[src/assert_macros.svh]
// Assertion macros shared by the tracker modules.
`ifndef ASSERT_MACROS_SVH
`define ASSERT_MACROS_SVH

// Clocked assertion, disabled while reset is low.
`define GNBT_ASSERT(label, clk, rst_n, prop, msg) \
  label: assert property (@(posedge clk) disable iff (!rst_n) prop) else $error(msg);

// Clocked assertion that also holds during reset.
`define GNBT_ASSERT_ALWAYS(label, clk, prop, msg) \
  label: assert property (@(posedge clk) prop) else $error(msg);

`endif

[src/gnbt_pkg.sv]
// Package: shared types and constants of the gated nearest blob tracker.
package gnbt_pkg;

  localparam int IMAGE_WIDTH   = 1024;
  localparam int REGION_HEIGHT = 256;

  localparam int X_W     = 10;
  localparam int Y_W     = 8;
  localparam int AREA_W  = 18;
  localparam int DIST_W  = 21;
  localparam int GATE_W  = 10;
  localparam int GSQ_W   = 2 * GATE_W;
  localparam int STEER_W = 11;

  localparam int CFG_IDX_W  = 2;
  localparam int CFG_DATA_W = 18;

  localparam logic [CFG_IDX_W-1:0] CFG_MIN_AREA = 2'd0;
  localparam logic [CFG_IDX_W-1:0] CFG_GATE     = 2'd1;
  localparam logic [CFG_IDX_W-1:0] CFG_CENTER_X = 2'd2;
  localparam logic [CFG_IDX_W-1:0] CFG_CENTER_Y = 2'd3;

  localparam logic [AREA_W-1:0] MIN_AREA_RST = 18'd50;
  localparam logic [GSQ_W-1:0]  GATE_SQ_RST  = 20'd10000;
  localparam logic [X_W-1:0]    CENTER_X_RST = 10'd320;
  localparam logic [Y_W-1:0]    CENTER_Y_RST = 8'd60;

  localparam int QUEUE_DEPTH = 2;
  localparam int QUEUE_CNT_W = $clog2(QUEUE_DEPTH + 1);
  localparam int QUEUE_PTR_W = (QUEUE_DEPTH > 1) ? $clog2(QUEUE_DEPTH) : 1;

  typedef struct packed {
    logic [AREA_W-1:0] min_area;
    logic [GSQ_W-1:0]  gate_sq;
    logic [X_W-1:0]    center_x;
    logic [Y_W-1:0]    center_y;
  } cfg_t;

  typedef struct packed {
    logic              cand;
    logic [X_W-1:0]    x;
    logic [Y_W-1:0]    y;
    logic [AREA_W-1:0] area;
    logic              last;
  } blob_item_t;

endpackage

[src/gnbt_front.sv]
// Front end: accepts blob transactions and marks noise and off-image blobs as non-candidates.
module gnbt_front #(
  parameter int IMAGE_WIDTH   = gnbt_pkg::IMAGE_WIDTH,
  parameter int REGION_HEIGHT = gnbt_pkg::REGION_HEIGHT
) (
  input  logic                      in_push,
  input  logic                      in_blob_valid,
  input  logic [gnbt_pkg::X_W-1:0]  in_blob_x,
  input  logic [gnbt_pkg::Y_W-1:0]  in_blob_y,
  input  logic [gnbt_pkg::AREA_W-1:0] in_blob_area,
  input  logic                      in_frame_last,
  input  gnbt_pkg::cfg_t            cfg,
  input  logic                      q_full,
  output logic                      q_wr,
  output gnbt_pkg::blob_item_t      q_wr_item
);
  import gnbt_pkg::*;

  logic in_image;

  assign in_image = (32'(in_blob_x) < IMAGE_WIDTH) && (32'(in_blob_y) < REGION_HEIGHT);
  assign q_wr     = in_push && !q_full;

  always_comb begin
    q_wr_item.cand = in_blob_valid && (in_blob_area >= cfg.min_area) && in_image;
    q_wr_item.x    = in_blob_x;
    q_wr_item.y    = in_blob_y;
    q_wr_item.area = in_blob_area;
    q_wr_item.last = in_frame_last;
  end

endmodule

[src/gnbt_queue.sv]
// Short queue between the front end and the tracking back end.
`include "assert_macros.svh"
module gnbt_queue (
  input  logic                 clk,
  input  logic                 rst_n,
  input  logic                 wr,
  input  gnbt_pkg::blob_item_t wr_item,
  input  logic                 rd,
  output gnbt_pkg::blob_item_t rd_item,
  output logic                 full,
  output logic                 empty
);
  import gnbt_pkg::*;

  blob_item_t             entry_r [QUEUE_DEPTH];
  logic [QUEUE_PTR_W-1:0] wr_ptr_r, wr_ptr_nxt;
  logic [QUEUE_PTR_W-1:0] rd_ptr_r, rd_ptr_nxt;
  logic [QUEUE_CNT_W-1:0] count_r, count_nxt;

  function automatic logic [QUEUE_PTR_W-1:0] ptr_inc(input logic [QUEUE_PTR_W-1:0] p);
    logic [QUEUE_PTR_W-1:0] r;
    if (32'(p) == QUEUE_DEPTH - 1) begin
      r = '0;
    end else begin
      r = p + 1'b1;
    end
    return r;
  endfunction

  assign full    = (32'(count_r) == QUEUE_DEPTH);
  assign empty   = (count_r == '0);
  assign rd_item = entry_r[rd_ptr_r];

  always_comb begin
    wr_ptr_nxt = wr ? ptr_inc(wr_ptr_r) : wr_ptr_r;
    rd_ptr_nxt = rd ? ptr_inc(rd_ptr_r) : rd_ptr_r;
    count_nxt  = count_r;
    if (wr && !rd) begin
      count_nxt = count_r + 1'b1;
    end else if (rd && !wr) begin
      count_nxt = count_r - 1'b1;
    end
  end

  always_ff @(posedge clk) begin
    if (!rst_n) begin
      wr_ptr_r <= '0;
      rd_ptr_r <= '0;
      count_r  <= '0;
    end else begin
      wr_ptr_r <= wr_ptr_nxt;
      rd_ptr_r <= rd_ptr_nxt;
      count_r  <= count_nxt;
    end
  end

  always_ff @(posedge clk) begin
    if (wr) begin
      entry_r[wr_ptr_r] <= wr_item;
    end
  end

  `GNBT_ASSERT(a_count_bound, clk, rst_n, (32'(count_r) <= QUEUE_DEPTH), "queue count overflow")
  `GNBT_ASSERT(a_no_underflow, clk, rst_n, (rd |-> !empty), "queue read while empty")
  `GNBT_ASSERT(a_wr_grows, clk, rst_n, ((wr && !rd) |=> (count_r == $past(count_r) + 1'b1)), "queue count did not grow on write")

endmodule

[src/gnbt_back.sv]
// Back end: gated nearest-blob selection, frame commit and result register.
`include "assert_macros.svh"
module gnbt_back (
  input  logic                         clk,
  input  logic                         rst_n,
  input  gnbt_pkg::cfg_t               cfg,
  input  logic                         q_empty,
  input  gnbt_pkg::blob_item_t         q_item,
  output logic                         q_rd,
  input  logic                         out_pop,
  output logic                         out_empty,
  output logic signed [gnbt_pkg::STEER_W-1:0] out_steer_error,
  output logic                         out_target_found,
  output logic [gnbt_pkg::X_W-1:0]     out_target_x,
  output logic [gnbt_pkg::Y_W-1:0]     out_target_y,
  output logic                         out_target_locked
);
  import gnbt_pkg::*;

  logic              locked_r;
  logic [X_W-1:0]    prev_x_r;
  logic [Y_W-1:0]    prev_y_r;
  logic [AREA_W-1:0] prev_area_r;
  logic [X_W-1:0]    best_x_r, best_x_nxt;
  logic [Y_W-1:0]    best_y_r, best_y_nxt;
  logic [AREA_W-1:0] best_area_r, best_area_nxt;
  logic [DIST_W-1:0] best_dist_r, best_dist_nxt;
  logic              best_found_r, best_found_nxt;

  logic               out_valid_r;
  logic [STEER_W-1:0] steer_r;
  logic               found_r;
  logic [X_W-1:0]     tx_r;
  logic [Y_W-1:0]     ty_r;
  logic               tlocked_r;

  logic [X_W-1:0]    ref_x, dx;
  logic [Y_W-1:0]    ref_y, dy;
  logic [19:0]       dx_sq;
  logic [15:0]       dy_sq;
  logic [DIST_W-1:0] dsq;
  logic [DIST_W-1:0] five_prev;
  logic              gate_ok, area_ok, better, take_last;

  assign q_rd      = !q_empty && (!q_item.last || !out_valid_r || out_pop);
  assign take_last = q_rd && q_item.last;

  always_comb begin
    ref_x     = locked_r ? prev_x_r : cfg.center_x;
    ref_y     = locked_r ? prev_y_r : cfg.center_y;
    dx        = (q_item.x > ref_x) ? q_item.x - ref_x : ref_x - q_item.x;
    dy        = (q_item.y > ref_y) ? q_item.y - ref_y : ref_y - q_item.y;
    dx_sq     = 20'(dx) * 20'(dx);
    dy_sq     = 16'(dy) * 16'(dy);
    dsq       = {1'b0, dx_sq} + DIST_W'(dy_sq);
    five_prev = {1'b0, prev_area_r, 2'b00} + DIST_W'(prev_area_r);
    gate_ok   = dsq < {1'b0, cfg.gate_sq};
    area_ok   = ({q_item.area, 1'b0} > {1'b0, prev_area_r})
                && (DIST_W'(q_item.area) < five_prev);
    better    = q_item.cand && (!locked_r || (gate_ok && area_ok)) && (dsq < best_dist_r);

    best_x_nxt     = better ? q_item.x : best_x_r;
    best_y_nxt     = better ? q_item.y : best_y_r;
    best_area_nxt  = better ? q_item.area : best_area_r;
    best_dist_nxt  = better ? dsq : best_dist_r;
    best_found_nxt = best_found_r || better;
  end

  always_ff @(posedge clk) begin
    if (!rst_n) begin
      locked_r     <= 1'b0;
      prev_x_r     <= '0;
      prev_y_r     <= '0;
      prev_area_r  <= '0;
      best_dist_r  <= '1;
      best_found_r <= 1'b0;
    end else if (q_rd) begin
      if (q_item.last) begin
        best_dist_r  <= '1;
        best_found_r <= 1'b0;
        if (best_found_nxt) begin
          locked_r    <= 1'b1;
          prev_x_r    <= best_x_nxt;
          prev_y_r    <= best_y_nxt;
          prev_area_r <= best_area_nxt;
        end
      end else begin
        best_dist_r  <= best_dist_nxt;
        best_found_r <= best_found_nxt;
      end
    end
  end

  always_ff @(posedge clk) begin
    if (q_rd) begin
      best_x_r    <= best_x_nxt;
      best_y_r    <= best_y_nxt;
      best_area_r <= best_area_nxt;
    end
  end

  always_ff @(posedge clk) begin
    if (!rst_n) begin
      out_valid_r <= 1'b0;
    end else if (take_last) begin
      out_valid_r <= 1'b1;
    end else if (out_pop) begin
      out_valid_r <= 1'b0;
    end
  end

  always_ff @(posedge clk) begin
    if (take_last) begin
      found_r   <= best_found_nxt;
      steer_r   <= best_found_nxt ? (STEER_W'(cfg.center_x) - STEER_W'(best_x_nxt)) : '0;
      tx_r      <= best_found_nxt ? best_x_nxt : prev_x_r;
      ty_r      <= best_found_nxt ? best_y_nxt : prev_y_r;
      tlocked_r <= locked_r || best_found_nxt;
    end
  end

  assign out_empty         = !out_valid_r;
  assign out_steer_error   = signed'(steer_r);
  assign out_target_found  = found_r;
  assign out_target_x      = tx_r;
  assign out_target_y      = ty_r;
  assign out_target_locked = tlocked_r;

  `GNBT_ASSERT(a_result_from_frame_end, clk, rst_n, ($rose(out_valid_r) |-> $past(take_last)), "result without frame end")
  `GNBT_ASSERT(a_found_locks, clk, rst_n, ((out_valid_r && found_r) |-> tlocked_r), "found target not locked")
  `GNBT_ASSERT(a_no_pick_no_steer, clk, rst_n, ((out_valid_r && !found_r) |-> (steer_r == '0)), "steer error without pick")

endmodule

[src/gated_nearest_blob_tracker_top.sv]
// A frame-end transaction passes through the queue register and then the result register before it shows on out_.
// Throughput: one blob transaction per cycle while in_full is low; blob selection is a single compare stage.
// A frame end waits only while the previous result is unpopped; a pop frees it the same cycle.
// Reset (rst_n low, synchronous): unlocked, previous target 0, queue and result empty, configuration to defaults.
// Configuration writes are taken every cycle (cfg_ready is always high).
module gated_nearest_blob_tracker_top #(
  parameter int IMAGE_WIDTH   = gnbt_pkg::IMAGE_WIDTH,
  parameter int REGION_HEIGHT = gnbt_pkg::REGION_HEIGHT
) (
  input  logic                                 clk,
  input  logic                                 rst_n,
  input  logic                                 in_push,
  output logic                                 in_full,
  input  logic                                 in_blob_valid,
  input  logic [gnbt_pkg::X_W-1:0]             in_blob_x,
  input  logic [gnbt_pkg::Y_W-1:0]             in_blob_y,
  input  logic [gnbt_pkg::AREA_W-1:0]          in_blob_area,
  input  logic                                 in_frame_last,
  output logic                                 out_empty,
  input  logic                                 out_pop,
  output logic signed [gnbt_pkg::STEER_W-1:0]  out_steer_error,
  output logic                                 out_target_found,
  output logic [gnbt_pkg::X_W-1:0]             out_target_x,
  output logic [gnbt_pkg::Y_W-1:0]             out_target_y,
  output logic                                 out_target_locked,
  input  logic                                 cfg_valid,
  output logic                                 cfg_ready,
  input  logic [gnbt_pkg::CFG_IDX_W-1:0]       cfg_index,
  input  logic [gnbt_pkg::CFG_DATA_W-1:0]      cfg_wdata
);
  import gnbt_pkg::*;

  cfg_t       cfg_r;
  logic       q_wr, q_rd, q_full, q_empty;
  blob_item_t q_wr_item, q_rd_item;
  logic [GATE_W-1:0] gate_wdata;

  assign cfg_ready  = 1'b1;
  assign gate_wdata = cfg_wdata[GATE_W-1:0];

  always_ff @(posedge clk) begin
    if (!rst_n) begin
      cfg_r.min_area <= MIN_AREA_RST;
      cfg_r.gate_sq  <= GATE_SQ_RST;
      cfg_r.center_x <= CENTER_X_RST;
      cfg_r.center_y <= CENTER_Y_RST;
    end else if (cfg_valid && cfg_ready) begin
      unique case (cfg_index)
        CFG_MIN_AREA: cfg_r.min_area <= cfg_wdata[AREA_W-1:0];
        CFG_GATE:     cfg_r.gate_sq  <= GSQ_W'(gate_wdata) * GSQ_W'(gate_wdata);
        CFG_CENTER_X: cfg_r.center_x <= cfg_wdata[X_W-1:0];
        CFG_CENTER_Y: cfg_r.center_y <= cfg_wdata[Y_W-1:0];
        default: begin
        end
      endcase
    end
  end

  assign in_full = q_full;

  gnbt_front #(
    .IMAGE_WIDTH   (IMAGE_WIDTH),
    .REGION_HEIGHT (REGION_HEIGHT)
  ) u_front (
    .in_push       (in_push),
    .in_blob_valid (in_blob_valid),
    .in_blob_x     (in_blob_x),
    .in_blob_y     (in_blob_y),
    .in_blob_area  (in_blob_area),
    .in_frame_last (in_frame_last),
    .cfg           (cfg_r),
    .q_full        (q_full),
    .q_wr          (q_wr),
    .q_wr_item     (q_wr_item)
  );

  gnbt_queue u_queue (
    .clk     (clk),
    .rst_n   (rst_n),
    .wr      (q_wr),
    .wr_item (q_wr_item),
    .rd      (q_rd),
    .rd_item (q_rd_item),
    .full    (q_full),
    .empty   (q_empty)
  );

  gnbt_back u_back (
    .clk               (clk),
    .rst_n             (rst_n),
    .cfg               (cfg_r),
    .q_empty           (q_empty),
    .q_item            (q_rd_item),
    .q_rd              (q_rd),
    .out_pop           (out_pop),
    .out_empty         (out_empty),
    .out_steer_error   (out_steer_error),
    .out_target_found  (out_target_found),
    .out_target_x      (out_target_x),
    .out_target_y      (out_target_y),
    .out_target_locked (out_target_locked)
  );

endmodule
[config.mk]
export PLATFORM = sky130hd
export DESIGN_NAME = gated_nearest_blob_tracker_top
export DESIGN_NICKNAME = d
export VERILOG_FILES = /design/src/gnbt_pkg.sv /design/src/gnbt_front.sv /design/src/gnbt_queue.sv /design/src/gnbt_back.sv /design/src/gated_nearest_blob_tracker_top.sv
export VERILOG_INCLUDE_DIRS = /design/src /design/src/src
export SDC_FILE = /design/constraint.sdc
export NUM_CORES = 1
export LEC_CHECK = 0
export ABC_CLOCK_PERIOD_IN_PS = 39900
export BUFFER_PORTS_ARGS = -buffer_cell sky130_fd_sc_hd__buf_2
export CAP_MARGIN = 30
export CORE_ASPECT_RATIO = 1.2
export CORE_UTILIZATION = 45
export CTS_CLUSTER_DIAMETER = 50
export DETAILED_ROUTE_END_ITERATION = 10
export GPL_ROUTABILITY_DRIVEN = 0
export SLEW_MARGIN = 20
export SYNTH_ARGS = -nofsm -noshare
export SYNTH_HDL_FRONTEND = slang
export SYNTH_SLANG_ARGS = --single-unit
[constraint.sdc]
create_clock -name clk -period 39.9 [get_ports clk]
set_input_delay 1.995 -clock clk [delete_from_list [all_inputs] [get_ports clk]]
set_output_delay 1.995 -clock clk [all_outputs]
set_load 0.01 [all_outputs]
==> out/metrics.cfg <==
[logic_synthesis]
synth.yosys.seq_area_share_pct = 29.65
synth-edff-count = 143
synth_cells = 2410
syn_area_um2 = 22590
synth_area_per_cell_um2 = 9.373
async_reset_ff_share_pct = 0
synth_area_leader_cell = edfxtp_1
ys_types = 85
synth-seq-cells = 263
synthTopCellsByArea = edfxtp_1, ha_1, fa_1
yosys_warnings = 0
synth-main-ff-cell = edfxtp_1
yosysTopAreaCellShare_pct = 19.01
synth.most_common_cell = inv_1
syn-num-nets = 2896
ys_top_cells_by_count = inv_1, ha_1, nand2_1

[clock_tree]
clock_latency_ps = 560
h-tree-depth = 2
clk_pin_slew_ps = 60
cts_buffer_depth = 3
cts_sinks = 263
ctsResizeCount = 0
cts_tree = yes
cts-buffers-inserted = 36
hold_buffers = 0
cts_setup_buffers = 0
root_buffer = clkbuf_16

[final_layout]
multi_input_area_um2 = 14030
nFillCells = 4557
fin_nets = 2972
syn_to_final_growth_pct = 10.62
seq_area_um2 = 6698
drive_above_1_share_pct = 8.632

[worst_setup_path]
critPathMaxStageDelay_ps = 730
crit_family = compound AO/OA/AOI/OAI gates
cp_num_buf_inv = 6
arrival_ps = 15390
cp-start-kind = flop
end_kind = flop
path_class = reg2reg
cp.required_ps = 40270
crit_cells = 52
critPathSlowestCell = xnor2_1
reg2reg_depth = 52
path_max_fanout = 30

[floorplan]
core_um2 = 49330
die_w_um = 206.5
start_util_pct = 45.79
ioPinCount = 97
rows = 89
dieArea_um2 = 51100
chipHeight_um = 247.4

[drt]
drtAntennaViolNets = 0
routedWlPerCell_um = 18.40
drt_first_pass_iters = 8
drt-initial-drc-count = 984
drcViolationCount = 10
viasPerCell = 5.415
routed_wl_mm = 58.01
vias = 17070

[timing]
setup_violations = 0
relSlewSlack_pct = 32.87
rsz0062_at_grt = no
setup_slack_ps = 24880
min_period_ps = 15020
hold_violations = 0
slew_viol_final = 0
finalCritPeriodShare_pct = 37.63
fin_worst_skew_ps = 34.13
tightest_slew_ps = 1003
max_freq_mhz = 66.59
fin_setup_tns_ps = 0

[global_route]
groute.usage.overall_pct = 23.56
grt_max_degree = 70
grt_pass1_wl_mm = 93.84
antenna_found_initial = 0
gr-total-overflow = 0
grt_pass1_vias = 17720

[status]
violations = design-rule violations
outcome = finished, violations left

[job]
maxCapViolCount = 0

[hold_path]
min_path_type = reg2reg
hold_depth = 2

[placed_design]
port_buffers = 95
place_ws_ps = 25020
hpwlAfterDp_mm = 45.31

[sequential cells by signal, indices dropped and copies added, names as in the netlist, 2 cells and up, named ones only]
signal                  flops
u_queue.count_r             2
u_back.out_target_x        10
u_back.best_area_r         18
u_back.prev_area_r         18
u_back.prev_y_r             8
u_back.best_dist_r         21
u_back.out_steer_error     11
u_back.prev_x_r            10
u_back.out_target_y         8
u_back.best_x_r            10
cfg_r                      55
u_back.best_y_r             8
u_queue.entry_r            76
[worst register-to-register path, delay by kind of cell, from the launching register on]
family | cells | cell delay, ps
multiplexers | 2 | 920
flip-flops | 1 | 480
AND/OR/NAND/NOR | 6 | 980
buffers and inverters | 6 | 940
adder cells (fa/ha/maj) | 10 | 4180
AO/OA/AOI/OAI | 25 | 6230
XOR/XNOR | 3 | 1100
[cells in the final DEF, fill, tap and decap left out, types with 5 or more instances in the layout]
master	n
o21ai_1	13
o211ai_1	33
a22o_1	35
o21ai_0	70
a211o_1	6
mux2i_1	101
or3_1	8
or2_2	10
a21oi_1	79
nor2_1	159
a21boi_0	36
buf_2	95
nor2b_1	23
xnor2_1	45
mux2_2	5
dfxtp_1	119
clkbuf_16	38
nor3_1	30
xor2_1	31
o21a_1	15
edfxtp_1	143
and2_1	48
nand2_1	231
a31oi_1	30
a21o_1	42
nand3_1	53
inv_1	390
or2_1	8
buf_4	25
a211oi_1	8
ha_1	272
o21bai_1	12
nand4_1	18
and3_1	12
nand2b_1	16
fa_1	151
[final timing paths]
| path | endpoint | slack, ps | start |
|---|---|---|---|
| min | cfg_r[41] | 460 | cfg_r[41] |
| max | u_back.out_steer_error[9] | 24880 | flop |
| min reg2reg | cfg_r[41] | 460 | cfg_r[41] |
| max reg2reg | u_back.out_steer_error[9] | 24880 | flop |
[through the flow]
stage | hold slack (ps) | cell area, µm² | instances | util, %
6_report | 464.8 | 24990 | 3152 | 50.65
5_1_grt | 491.0 | 24980 | 3151 | 50.65
4_1_cts | 467.2 | 24970 | 3149 | 50.62
3_5_place_dp | 459.3 | 23690 | 3083 | 48.03
3_3_place_gp | 454.7 | 23660 | 3081 | 47.95
2_1_floorplan | 439.8 | 22590 | 2410 | -
[area by class of cell]
type | instances | share of cell area [%]
repair buffers | 123 | 2.824
flip-flops and latches | 263 | 26.81
inverters | 393 | 5.904
clock inverters | 22 | 1.097
clock buffers | 44 | 4.016
diodes | 1 | 0.01002
multi-input cells | 1669 | 56.15
well taps | 637 | 3.190
[routing by layer]
metal  vias up  track usage (%)  routed length, µm
met5         -                0                  0
li1       8277                -                  -
met3       122            3.335               3049
met4         0            8.088               1843
met1      8223            29.27              24500
met2       447            41.43              28610
[logic make-up (layout without fill, tap and decap cells)]
| logic type | Yosys count | after routing | synth area share (%) |
|---|---|---|---|
| simple gates | 638 | 638 | 13.11 |
| buf+inv | 478 | 582 | 8.331 |
| compound gates | 424 | 424 | 12.73 |
| fa+ha+maj | 423 | 423 | 28.45 |
| flops | 263 | 263 | 29.65 |
| mux | 107 | 107 | 4.775 |
| xor+xnor | 76 | 76 | 2.947 |
| other cells | 1 | 2 | 0.01660 |
Power is left out: the tool's default activity adds up to more than one toggle a clock period on the data nets, which glitch-free logic cannot reach.
